File: src/hdl/smpen_pkg.sv
// shared types, constants and helpers for the sphere/mesh penetration unit
package smpen_pkg;

  // item kinds carried in tuser
  localparam logic OP_WRITE = 1'b0;
  localparam logic OP_QUERY = 1'b1;

  // register index of triangles_in_use
  localparam logic REG_TRI_USE = 1'b0;

  // slot that selects the face normal
  localparam logic [1:0] SLOT_NORMAL = 2'd3;

  // fractional bits of the Q16.16 format
  localparam int unsigned FRAC_BITS = 16;

  // last sub-step of a three-component group and of an edge test
  localparam logic [3:0] SUB_LAST_VEC  = 4'd2;
  localparam logic [3:0] SUB_LAST_EDGE = 4'd8;
  localparam logic [1:0] EDGE_LAST     = 2'd2;

  // internal accumulator width
  localparam int unsigned ACC_W = 52;

  localparam logic signed [ACC_W-1:0] SAT_MAX = 52'sd2147483647;
  localparam logic signed [ACC_W-1:0] SAT_MIN = -52'sd2147483648;

  // work groups of one triangle
  typedef enum logic [1:0] {
    GRP_DIST,
    GRP_PROJ,
    GRP_EDGE,
    GRP_SUM
  } grp_e;

  // controller to datapath
  typedef struct packed {
    logic       wr;
    logic       start;
    logic       rd;
    logic [1:0] rd_slot;
    logic       mul;
    logic       acc;
    grp_e       grp;
    logic [3:0] sub;
    logic [1:0] eidx;
  } dp_cmd_t;

  // datapath to controller
  typedef struct packed {
    logic below;
  } dp_stat_t;

  // saturate a wide signed value to 32 bits
  function automatic logic signed [31:0] sat32(input logic signed [ACC_W-1:0] x);
    logic signed [31:0] r;
    if (x > SAT_MAX) begin
      r = 32'sh7FFFFFFF;
    end else if (x < SAT_MIN) begin
      r = 32'sh80000000;
    end else begin
      r = 32'(x);
    end
    return r;
  endfunction

endpackage

File: src/hdl/smpen_ctrl.sv
// sequencer that walks the triangles and steps the shared multiplier
module smpen_ctrl import smpen_pkg::*; #(
  parameter int unsigned MAX_TRIANGLES = 64,
  localparam int unsigned IW   = (MAX_TRIANGLES > 1) ? $clog2(MAX_TRIANGLES) : 1,
  localparam int unsigned CNTW = $clog2(MAX_TRIANGLES + 1)
) (
  input  logic          clk_i,
  input  logic          rst_ni,
  input  logic          in_valid_i,
  input  logic          operation_i,
  input  logic [6:0]    tri_use_i,
  input  dp_stat_t      stat_i,
  input  logic          out_free_i,
  output logic          in_ready_o,
  output dp_cmd_t       cmd_o,
  output logic [IW-1:0] tri_o,
  output logic          out_load_o
);

  typedef enum logic [1:0] {
    ST_IDLE,
    ST_LOAD,
    ST_STEP,
    ST_DONE
  } state_e;

  state_e          state_q;
  logic [CNTW-1:0] tri_q, cnt_q, cnt_d;
  logic [2:0]      ld_q;
  grp_e            grp_q;
  logic [3:0]      sub_q;
  logic [1:0]      eidx_q;
  logic            ph_q;
  logic            accept, skip, last_tri;
  logic [3:0]      sub_last;

  assign accept     = in_valid_i && (state_q == ST_IDLE);
  assign in_ready_o = (state_q == ST_IDLE);
  assign out_load_o = (state_q == ST_DONE) && out_free_i;
  assign tri_o      = tri_q[IW-1:0];
  assign last_tri   = (tri_q + CNTW'(1)) == cnt_q;
  assign sub_last   = (grp_q == GRP_EDGE) ? SUB_LAST_EDGE : SUB_LAST_VEC;

  // triangle count clamped to the mesh size
  assign cnt_d = (32'(tri_use_i) > MAX_TRIANGLES) ? CNTW'(MAX_TRIANGLES)
                                                  : CNTW'(tri_use_i);

  // sphere misses the plane: drop the triangle before projecting
  assign skip = (state_q == ST_STEP) && (grp_q == GRP_PROJ) && (sub_q == 4'd0) &&
                !ph_q && !stat_i.below;

  // datapath commands
  always_comb begin
    cmd_o         = '0;
    cmd_o.wr      = accept && (operation_i == OP_WRITE);
    cmd_o.start   = accept && (operation_i == OP_QUERY);
    cmd_o.rd      = (state_q == ST_LOAD) && !ld_q[2];
    cmd_o.rd_slot = ld_q[1:0];
    cmd_o.mul     = (state_q == ST_STEP) && !ph_q && !skip;
    cmd_o.acc     = (state_q == ST_STEP) && ph_q;
    cmd_o.grp     = grp_q;
    cmd_o.sub     = sub_q;
    cmd_o.eidx    = eidx_q;
  end

  // state and counters
  always_ff @(posedge clk_i or negedge rst_ni) begin
    if (!rst_ni) begin
      state_q <= ST_IDLE;
      tri_q   <= '0;
      cnt_q   <= '0;
      ld_q    <= '0;
      grp_q   <= GRP_DIST;
      sub_q   <= '0;
      eidx_q  <= '0;
      ph_q    <= 1'b0;
    end else begin
      case (state_q)
        ST_IDLE: begin
          if (accept && (operation_i == OP_QUERY)) begin
            cnt_q <= cnt_d;
            tri_q <= '0;
            ld_q  <= '0;
            state_q <= (cnt_d == '0) ? ST_DONE : ST_LOAD;
          end
        end
        ST_LOAD: begin
          ld_q <= ld_q + 3'd1;
          if (ld_q[2]) begin
            state_q <= ST_STEP;
            grp_q   <= GRP_DIST;
            sub_q   <= '0;
            eidx_q  <= '0;
            ph_q    <= 1'b0;
          end
        end
        ST_STEP: begin
          if (skip || (ph_q && (grp_q == GRP_SUM) && (sub_q == sub_last))) begin
            // next triangle
            ph_q <= 1'b0;
            ld_q <= '0;
            if (last_tri) begin
              state_q <= ST_DONE;
            end else begin
              tri_q   <= tri_q + CNTW'(1);
              state_q <= ST_LOAD;
            end
          end else if (!ph_q) begin
            ph_q <= 1'b1;
          end else begin
            ph_q <= 1'b0;
            if (sub_q != sub_last) begin
              sub_q <= sub_q + 4'd1;
            end else begin
              sub_q <= '0;
              case (grp_q)
                GRP_DIST: grp_q <= GRP_PROJ;
                GRP_PROJ: begin
                  grp_q  <= GRP_EDGE;
                  eidx_q <= '0;
                end
                GRP_EDGE: begin
                  if (eidx_q == EDGE_LAST) begin
                    grp_q <= GRP_SUM;
                  end else begin
                    eidx_q <= eidx_q + 2'd1;
                  end
                end
                default: grp_q <= GRP_DIST;
              endcase
            end
          end
        end
        default: begin
          if (out_free_i) begin
            state_q <= ST_IDLE;
          end
        end
      endcase
    end
  end

`ifndef NO_ASSERTIONS
  a_tri_in_range: assert property (@(posedge clk_i) disable iff (!rst_ni)
    (state_q == ST_LOAD || state_q == ST_STEP) |-> (tri_q < cnt_q))
    else $error("triangle index beyond walked count");
  a_sub_in_range: assert property (@(posedge clk_i) disable iff (!rst_ni)
    (state_q == ST_STEP && grp_q != GRP_EDGE) |-> (sub_q <= SUB_LAST_VEC))
    else $error("sub-step beyond vector group");
  a_query_busy: assert property (@(posedge clk_i) disable iff (!rst_ni)
    cmd_o.start |=> (state_q != ST_IDLE))
    else $error("query accepted but sequencer idle");
`endif

endmodule
File: config.mk
export PLATFORM = sky130hd
export DESIGN_NAME = smpen_ctrl
export DESIGN_NICKNAME = d
export VERILOG_FILES = /design/src/hdl/smpen_pkg.sv /design/src/hdl/smpen_ctrl.sv
export SDC_FILE = /design/constraint.sdc
export NUM_CORES = 1
export LEC_CHECK = 0
export BUFFER_PORTS_ARGS = -buffer_cell sky130_fd_sc_hd__buf_2
export CAP_MARGIN = 25
export CORE_AREA = 2 2 72 74
export CTS_CLUSTER_DIAMETER = 120
export DETAILED_ROUTE_END_ITERATION = 16
export DIE_AREA = 0 0 74 76
export GPL_TIMING_DRIVEN = 0
export PLACE_DENSITY = 0.69
export SLEW_MARGIN = 10
export SYNTH_ARGS = -nofsm -noshare
export SYNTH_HDL_FRONTEND = slang
export SYNTH_SLANG_ARGS = --single-unit
File: constraint.sdc
create_clock -name clk_i -period 3.5 [get_ports clk_i]
set_input_delay 0.7 -clock clk_i [delete_from_list [all_inputs] [get_ports clk_i]]
set_output_delay 0.7 -clock clk_i [all_outputs]
set_load 0.03 [all_outputs]
==> impl_metrics.ini, run 1 <==
[sta]
slew_headroom = 0.494
skew_ns = 0.00569
hold_violations = 0
layout_min_cycle_time_ns = 2.82
clock.fmax_ghz = 0.354
max_slew.worst_pin.slew_ns = 0.753
slew_viol_final = 0
setup_tns_ns = 0
rsz0062_at_grt = false
timing.final.crit_share = 0.806
setup_viol = 0

[critical_path]
timing_worst_setup_path_type = flop to output pin
cp.required_ns = 2.80
worstPathMaxFanout = 6
cp_slowest_cell = or4_1
worstSetupEndpoint = cmd_o[9]
reg2reg_depth = 9
cpPeakStageDelay_ns = 0.55
startpoint = state_q[0]
reg2reg_to = tri_q[5]
cp.depth = 6
cp-end-kind = output pin
crit_path_cell_trace = inv_1 > ha_1 > nand2b_1 > or4_1 > nor2b_1 > buf_2
r2r-start = grp_q[0]
path_buf_inv = 2
cpLargestDelayFamily = simple AND/OR/NAND/NOR gates
critPathArrivalTime_ns = 2.12
reg2reg_slack_ns = 0.82
cp-start-kind = flop

[placement]
post_dp_cell_area_sq_um = 2120
post-dp-hpwl_mm = 2.94
numPortBuffers = 35
routabilityCongestion = 0.838
placed_cells = 309

[clocking]
h-tree-depth = 1
postCtsSetupBuffers = 0
numCtsBuffers = 3
cts_buffer_depth = 2
clockRootBuffer = clkbuf_8
cts_tree = built
clock_latency_ns = 0.28
ctsHoldBuffers = 0
cts.sinks = 28
path_clk_slew_ns = 0.10
cts-resized-gates = 0

[cells_and_area]
seqCellArea_sq_um = 701
fin_cells = 313
layout.nets = 271
layout-drive-gt1-share = 0.226
n_fill_cell = 495
area_growth_pct = 17.1
multiInputGateArea_sq_um = 1020
num_antenna_cells = 0
postLayoutCellArea_sq_um = 2170

[routing]
drtIter0Drc = 87
postRouteAntennaNets = 0
drt-total-wl_mm = 3.79
routed_wire_length_per_instance_um = 12.1
routed_via_density = 5.01
num_vias = 1567
drcViolationCount = 0
firstDrtPassIters = 4

[grt]
grt_max_degree = 29
grt_pass1_vias = 1420
grt_overflow_total = 0
grt_first_pass_wirelength_mm = 6.53
grt_antenna_before_repair = 0
grt_use_total = 0.144

[pwr]
ir_worst_vdd_mv = 0.325
power.density_nw_per_um2 = 701
p_leak_uw = 0.00109

[yosys]
synth_area_sq_um = 1860
synth_warnings = 0
synth_edf_count = 0
synth_seq_area_share = 0.378
ys_types = 41
synth-seq-cells = 28
synth-main-ff-cell = dfrtp_1
syn_nets = 231
async_flop_share = 1.00
synth_cells = 204
synth_area_per_cell_sq_um = 9.10

[outcome]
status = finished, final reports clean

[worst_hold_path]
min_path_type = primary input to asynchronous set/reset pin

[floorplanning]
dieArea_sq_um = 5620
rows = 26
die_h_um = 76
io_pins = 36
die_x_um = 74
start_util = 0.378
core_sq_um = 4910

[job]
maxCapViolCount = 0
-- where the power goes --
group / internal [uW] / switching [uW] / leakage (uW)
sequential: 415 / 92.8 / 0.000377
combinational: 319 / 493 / 0.000686
clock: 101 / 103 / 0.0000288
total: 835 / 688 / 0.00109
-- metrics by stage --
stage	power [uW]	hold slack, ns	setup WS, ns	util
3_3_place_gp	1320	0.490	0.882	0.431
5_1_grt	1650	0.476	0.589	0.442
6_report	1520	0.426	0.678	0.442
2_1_floorplan	1130	0.404	0.816	-
4_1_cts	1540	0.455	0.677	0.442
3_5_place_dp	1330	0.500	0.840	0.431
-- sequential cells by signal (all words and copies together) (netlist names) --
| name | count |
|---|---|
| cnt_q | 7 |
| sub_q | 4 |
| state_q | 2 |
| tri_q | 7 |
| ld_q | 3 |
| ph_q | 1 |
| grp_q | 2 |
| eidx_q | 2 |
-- synth_stat cells, types with 2 or more instances --
| master | count | share of area |
|---|---|---|
| nand2b_1 | 12 | 0.040 |
| a21oi_1 | 4 | 0.011 |
| dfrtp_1 | 28 | 0.38 |
| clkbuf_1 | 2 | 0.0040 |
| and3_1 | 3 | 0.010 |
| and2_1 | 2 | 0.0067 |
| inv_1 | 15 | 0.030 |
| o41ai_1 | 3 | 0.014 |
| nand3_1 | 8 | 0.022 |
| o31ai_1 | 4 | 0.016 |
| buf_4 | 8 | 0.032 |
| xnor2_1 | 6 | 0.028 |
| mux2_2 | 5 | 0.030 |
| a21o_1 | 2 | 0.0081 |
| nand2_1 | 22 | 0.045 |
| mux2i_1 | 5 | 0.027 |
| a211o_1 | 3 | 0.014 |
| xor2_1 | 3 | 0.014 |
| nor3_1 | 4 | 0.011 |
| nand3b_1 | 2 | 0.0081 |
| o21ai_0 | 20 | 0.054 |
| nor2_1 | 9 | 0.018 |
| ha_1 | 14 | 0.094 |
| or3_1 | 2 | 0.0067 |
| nand4_1 | 2 | 0.0067 |
-- cell usage in the layout, fill, tap and decap left out, drive strengths merged, types with 2 or more instances in the layout --
master   n
o31ai    4
nand2b  12
or3      2
nor2     9
nand2   22
ha      14
and2     2
dfrtp   28
nand3    8
nand3b   2
a21oi    4
mux2     5
nand4    2
buf     44
a21o     2
and3     3
mux2i    5
o21ai   20
xnor2    6
nor4     2
clkbuf   7
nor3     4
a211o    3
inv     15
xor2     3
o41ai    3
-- per-layer routing --
layer / routed length (um) / track usage / vias to the layer above / share of wire
met1: 1830 / 0.196 / 743 / 0.48
met3: 152 / 0.0225 / 4 / 0.040
met4: 53 / 0.0436 / 0 / 0.014
met2: 1750 / 0.233 / 33 / 0.46
li1: - / - / 787 / -
met5: 0 / 0 / - / 0
-- worst register-to-register path, stage by stage, from the launching register on --
cell and delay, ns:
dfrtp_1 0.41, inv_1 0.09, ha_1 0.28, or3b_1 0.42, a2111o_1 0.38, a32o_1 0.28
buf_2 0.19, a211o_1 0.27, o21ai_0 0.15, o31ai_1 0.09
-- how the worst min path moves through the flow --
stage	startpoint	end	slack, ns
2_1_floorplan	rst_ni	cnt_q[0]	0.40
3_3_place_gp	cnt_q[0]	cnt_q[0]	0.49
3_5_place_dp	cnt_q[4]	cnt_q[4]	0.50
4_1_cts	rst_ni	cnt_q[1]	0.45
5_1_grt	rst_ni	cnt_q[5]	0.48
6_report	rst_ni	cnt_q[1]	0.43
-- final cells by class --
| class | count | share of cell area |
|---|---|---|
| Inverter | 15 | 0.0259 |
| Tap cell | 70 | 0.0403 |
| Buffer | 12 | 0.0357 |
| Timing Repair Buffer | 35 | 0.0806 |
| Multi-Input combinational cell | 149 | 0.470 |
| Clock buffer | 4 | 0.0253 |
| Sequential cell | 28 | 0.322 |
-- cell families (layout without fill, tap and decap cells) --
logic type,Yosys count,in the layout,share of synthesized area
DFF,28,28,0.378
AOI/OAI and AO/OA,43,43,0.151
muxes,10,10,0.0573
and+or+nand+nor,73,73,0.205
adders and majority gates,14,14,0.0944
buffers and inverters,27,66,0.0721
xor gates and xnor gates,9,9,0.0425
Power figures use the tool's default switching activity.
==> run 2: changes to the inputs <==
==> constraint.sdc (replaced) <==
create_clock -name clk_i -period 2.8 [get_ports clk_i]
set_input_delay 0.56 -clock clk_i [delete_from_list [all_inputs] [get_ports clk_i]]
set_output_delay 0.56 -clock clk_i [all_outputs]
set_load 0.03 [all_outputs]
==> run 2 against run 1 <==
Effect of this change: worst setup slack got worse by 0.56 ns; critical path depth did not move; global-route usage did not move.
==> impl_metrics.ini, run 2 (synthesis results as in run 1) <==
[outcome]
status = finished, final reports clean

[placement]
post_dp_cell_area_sq_um = 2120
routabilityCongestion = 0.838
placed_cells = 309
numPortBuffers = 35
post-dp-hpwl_mm = 2.94

[pwr]
internal-power_uw = 1050
switching_power_uw = 862
netSwitchingFraction = 0.451
combPwrFrac = 0.536
p_leak_uw = 0.00110
clockPowerShare = 0.133
power_uw = 1910
power.density_nw_per_um2 = 878
ir_worst_vdd_mv = 0.406
seq_power_share = 0.330

[grt]
grt_pass1_vias = 1420
grt_util_met1 = 0.196
grt_use_total = 0.144
top_usage_layer = met2
grt_max_degree = 29
met2_usage = 0.233
grt_first_pass_wirelength_mm = 6.53
grt_overflow_total = 0
grtUsageMet3 = 0.0225
grt_antenna_before_repair = 0

[critical_path]
worstPathMaxFanout = 6
path_buf_inv = 2
cp-start-kind = flop
cp-end-kind = output pin
cp_slowest_cell = or4_1
cpLargestDelayFamily = simple AND/OR/NAND/NOR gates
critPathArrivalTime_ns = 2.12
crit_path_cell_trace = inv_1 > ha_1 > nand2b_1 > or4_1 > nor2b_1 > buf_2
cp.required_ns = 2.24
cpPeakStageDelay_ns = 0.55
timing_worst_setup_path_type = flop to output pin

[clocking]
h-tree-depth = 1
cts_buffer_depth = 2
clockRootBuffer = clkbuf_8
ctsHoldBuffers = 0
numCtsBuffers = 3
path_clk_slew_ns = 0.10
cts_tree = built
clock_latency_ns = 0.28
cts-resized-gates = 0
cts.sinks = 28

[floorplanning]
die_h_um = 76
dieArea_sq_um = 5620
rows = 26
die_x_um = 74
io_pins = 36
start_util = 0.378
core_sq_um = 4910

[sta]
max_slew.worst_pin.slew_ns = 0.753
rsz0062_at_grt = false
skew_ns = 0.00534
setup_tns_ns = 0
layout_min_cycle_time_ns = 2.68
hold_violations = 0
setup_viol = 0
slew_viol_final = 0
slew_headroom = 0.494
timing.final.crit_share = 0.958
hold_ws_ns = 0.285
clock.fmax_ghz = 0.373

[cells_and_area]
layout.nets = 272
final_cell_mix = 36 x buf_2, 28 x dfrtp_1, 22 x nand2_1
num_antenna_cells = 0
layout-drive-gt1-share = 0.230
reg.largest.list = cnt_q x7, tri_q x7, sub_q x4
area_growth_pct = 17.5
layout_commonest_cell = buf_2
postLayoutCellArea_sq_um = 2180
fin_cells = 314

[routing]
routed_wire_length_per_instance_um = 12.1
postRouteAntennaNets = 0
drtIter0Drc = 55
firstDrtPassIters = 4
drcViolationCount = 0
num_vias = 1568
drt-total-wl_mm = 3.80
routed_via_density = 4.99

[worst_hold_path]
min_path_type = primary input to asynchronous set/reset pin

[job]
maxCapViolCount = 0
[run 2: cell types whose count changed in the layout (fill, tap and decap cells not counted)]
cell   delta
buf_4     +1
[run 2: power by group through the flow]
stage / clock network (uW) / registers [uW] / logic, uW
4_1_cts: 262 / 638 / 1020
3_3_place_gp: 0 / 641 / 1000
3_5_place_dp: 0 / 647 / 1020
5_1_grt: 277 / 653 / 1140
6_report: 255 / 632 / 1030
2_1_floorplan: 0 / 658 / 756
[run 2: metal layers]
| layer | up-vias | share of wire | wire length [um] |
|---|---|---|---|
| met5 | - | 0 | 0 |
| met4 | 0 | 0.014 | 53 |
| met3 | 4 | 0.043 | 162 |
| met2 | 36 | 0.46 | 1770 |
| met1 | 739 | 0.48 | 1820 |
| li1 | 789 | - | - |
[run 2: metrics by stage]
| step | utilization | worst slack, ns |
|---|---|---|
| 5_1_grt | 0.444 | 0.00305 |
| 4_1_cts | 0.442 | 0.117 |
| 3_3_place_gp | 0.431 | 0.182 |
| 2_1_floorplan | - | 0.116 |
| 3_5_place_dp | 0.431 | 0.140 |
| 6_report | 0.444 | 0.118 |
[run 2: repair_timing]
| item | 4_1_cts | 5_1_grt |
|---|---|---|
| setup endpoints to repair | 0 | 3 |
| setup buffers | 0 | 1 |
| endpoints found under the hold margin | 0 | 0 |
[run 2: cell type report]
cell class	count	area, sq um
Fill cell	495	2730
Multi-Input combinational cell	149	1020
Sequential cell	28	701
Timing Repair Buffer	36	183
Tap cell	70	87.6
Buffer	12	77.6
Inverter	15	56.3
Clock buffer	4	55.1
[run 2: final timing paths]
check	start	end	slack, ns	cells past startpoint
setup / recovery	state_q[0]	cmd_o[9]	0.12	6
hold / removal	rst_ni	cnt_q[5]	0.29	1
setup reg to reg	grp_q[0]	tri_q[5]	0.17	9
hold reg to reg	cnt_q[4]	cnt_q[4]	0.52	2
max in group asynchronous	rst_ni	tri_q[5]	2.12	1
min in group clk_i	cnt_q[4]	cnt_q[4]	0.52	2
==> run 3: changes to the inputs <==
--- a/config.mk
+++ b/config.mk
@@ -7,12 +7,14 @@
 export LEC_CHECK = 0
 export BUFFER_PORTS_ARGS = -buffer_cell sky130_fd_sc_hd__buf_2
 export CAP_MARGIN = 25
+export CELL_PAD_IN_SITES_DETAIL_PLACEMENT = 1
+export CELL_PAD_IN_SITES_GLOBAL_PLACEMENT = 1
 export CORE_AREA = 2 2 72 74
 export CTS_CLUSTER_DIAMETER = 120
 export DETAILED_ROUTE_END_ITERATION = 16
 export DIE_AREA = 0 0 74 76
 export GPL_TIMING_DRIVEN = 0
-export PLACE_DENSITY = 0.69
+export PLACE_DENSITY = 0.84
 export SLEW_MARGIN = 10
 export SYNTH_ARGS = -nofsm -noshare
 export SYNTH_HDL_FRONTEND = slang
==> run 3 against run 2 <==
Effect of this change: critical path depth up 3; cell area grew 0.52%; hold slack gained 0.0042 ns; maximum frequency grew 0.73%; critical path type is now flop to flop; critical endpoint is now tri_q[5].
==> impl_metrics.ini, run 3 (synthesis results as in run 1) <==
[critical_path]
cp-start-kind = flop
critPathArrivalTime_ns = 2.83
reg2reg_depth = 9
cp-end-kind = flop
cpPeakStageDelay_ns = 0.42
timing_worst_setup_path_type = flop to flop
reg2reg_slack_ns = 0.14
reg2reg_to = tri_q[5]
r2r-start = grp_q[0]
worstPathMaxFanout = 10
crit_path_cell_trace = inv_1 > ha_1 > or3b_1 > a2111o_1 > a32o_1 > buf_2 > a211o_1 > o21ai_0 > o31ai_1
cp_slowest_cell = or3b_1
cp.required_ns = 2.97

[routing]
routed_via_density = 5.13
num_vias = 1611
routed_wire_length_per_instance_um = 14.6
postRouteAntennaNets = 0
drt-total-wl_mm = 4.57
drtIter0Drc = 40
firstDrtPassIters = 4
drcViolationCount = 0

[cells_and_area]
final_cell_mix = 36 x buf_2, 28 x dfrtp_1, 22 x nand2_1
layout.nets = 272
layout-drive-gt1-share = 0.234
postLayoutCellArea_sq_um = 2190
area_growth_pct = 18.1
n_fill_cell = 601
num_antenna_cells = 0
fin_cells = 314
reg.largest.list = cnt_q x7, tri_q x7, sub_q x4
layout_commonest_cell = buf_2

[floorplanning]
die_x_um = 74
io_pins = 36
die_h_um = 76
dieArea_sq_um = 5620
rows = 26
start_util = 0.378
core_sq_um = 4910

[placement]
post-dp-hpwl_mm = 3.41
routabilityCongestion = 0.770
numPortBuffers = 35
post_dp_cell_area_sq_um = 2120
placed_cells = 309

[pwr]
p_leak_uw = 0.00110
ir_worst_vdd_mv = 0.342
power.density_nw_per_um2 = 904

[clocking]
cts_buffer_depth = 2
clockRootBuffer = clkbuf_8
h-tree-depth = 1
path_clk_slew_ns = 0.10
numCtsBuffers = 3
cts_tree = built
clock_latency_ns = 0.28
cts.sinks = 28
ctsHoldBuffers = 0

[grt]
grt_util_met1 = 0.231
grt_overflow_total = 0
grt_max_degree = 29
top_usage_layer = met2
grtUsageMet3 = 0.0159
grt_antenna_before_repair = 0
met2_usage = 0.282
grt_pass1_vias = 1565
grt_use_total = 0.168
grt_first_pass_wirelength_mm = 7.62

[sta]
max_slew.worst_pin.slew_ns = 0.633
timing.final.crit_share = 0.951
setup_tns_ns = 0
setup_viol = 0
clock.fmax_ghz = 0.376
layout_min_cycle_time_ns = 2.66
slew_headroom = 0.578
hold_ws_ns = 0.289
slew_viol_final = 0
skew_ns = 0.00397
rsz0062_at_grt = false
hold_violations = 0

[job]
maxCapViolCount = 0

[outcome]
status = finished, final reports clean

[worst_hold_path]
min_path_type = primary input to asynchronous set/reset pin
## run 3: worst max-delay path by stage
stage / from / endpoint / slack (ns) / cells after the start
after floorplan: grp_q[0] / tri_q[3] / 0.12 / 9
after global placement: tri_q[0] / tri_q[6] / 0.17 / 8
after detailed placement: grp_q[0] / tri_q[5] / 0.16 / 9
after CTS: state_q[0] / cmd_o[9] / 0.09 / 6
after global routing: state_q[0] / cmd_o[9] / 0.03 / 6
final: grp_q[0] / tri_q[5] / 0.14 / 9
## run 3: cell type report
cell class,instances,area (sq um),share of cell area
Clock buffer,4,55.1,0.0251
Inverter,15,56.3,0.0257
Timing Repair Buffer,36,183,0.0833
Buffer,12,77.6,0.0354
Multi-Input combinational cell,149,1030,0.471
Sequential cell,28,701,0.320
Tap cell,70,87.6,0.0400
## run 3: report_power, final
part | leakage, uW | switching (uW) | internal [uW]
combinational | 0.000691 | 679 | 411
clock | 0.0000288 | 130 | 126
sequential | 0.000377 | 115 | 519
## run 3: routing by layer
layer | part of all wire | vias to the layer above
li1 | - | 790
met1 | 0.47 | 782
met2 | 0.49 | 34
met4 | 0.012 | 0
met3 | 0.028 | 5
met5 | 0 | -
## run 3: critical path: cells and delay by family (launching register included)
family / cells / cell delay (ns)
and+or+nand+nor: 1 / 0.42
DFF: 1 / 0.38
adders and majority gates: 1 / 0.27
buffers and inverters: 2 / 0.28
AOI/OAI and AO/OA: 5 / 1.19
## run 3: metrics by stage
step	total power, uW	setup slack, ns	util
global route	2150	0.0268	0.446
detailed placement	1700	0.156	0.431
global placement	1660	0.171	0.431
floorplan	1410	0.116	-
finish	1980	0.137	0.446
CTS	1970	0.0919	0.442
## run 3: timing repair
item / 4_1_cts / 5_1_grt
resized for setup: 0 / 2
hold endpoints to repair: 0 / 0
endpoints found under the setup margin: 0 / 8
setup buffers: 0 / 1
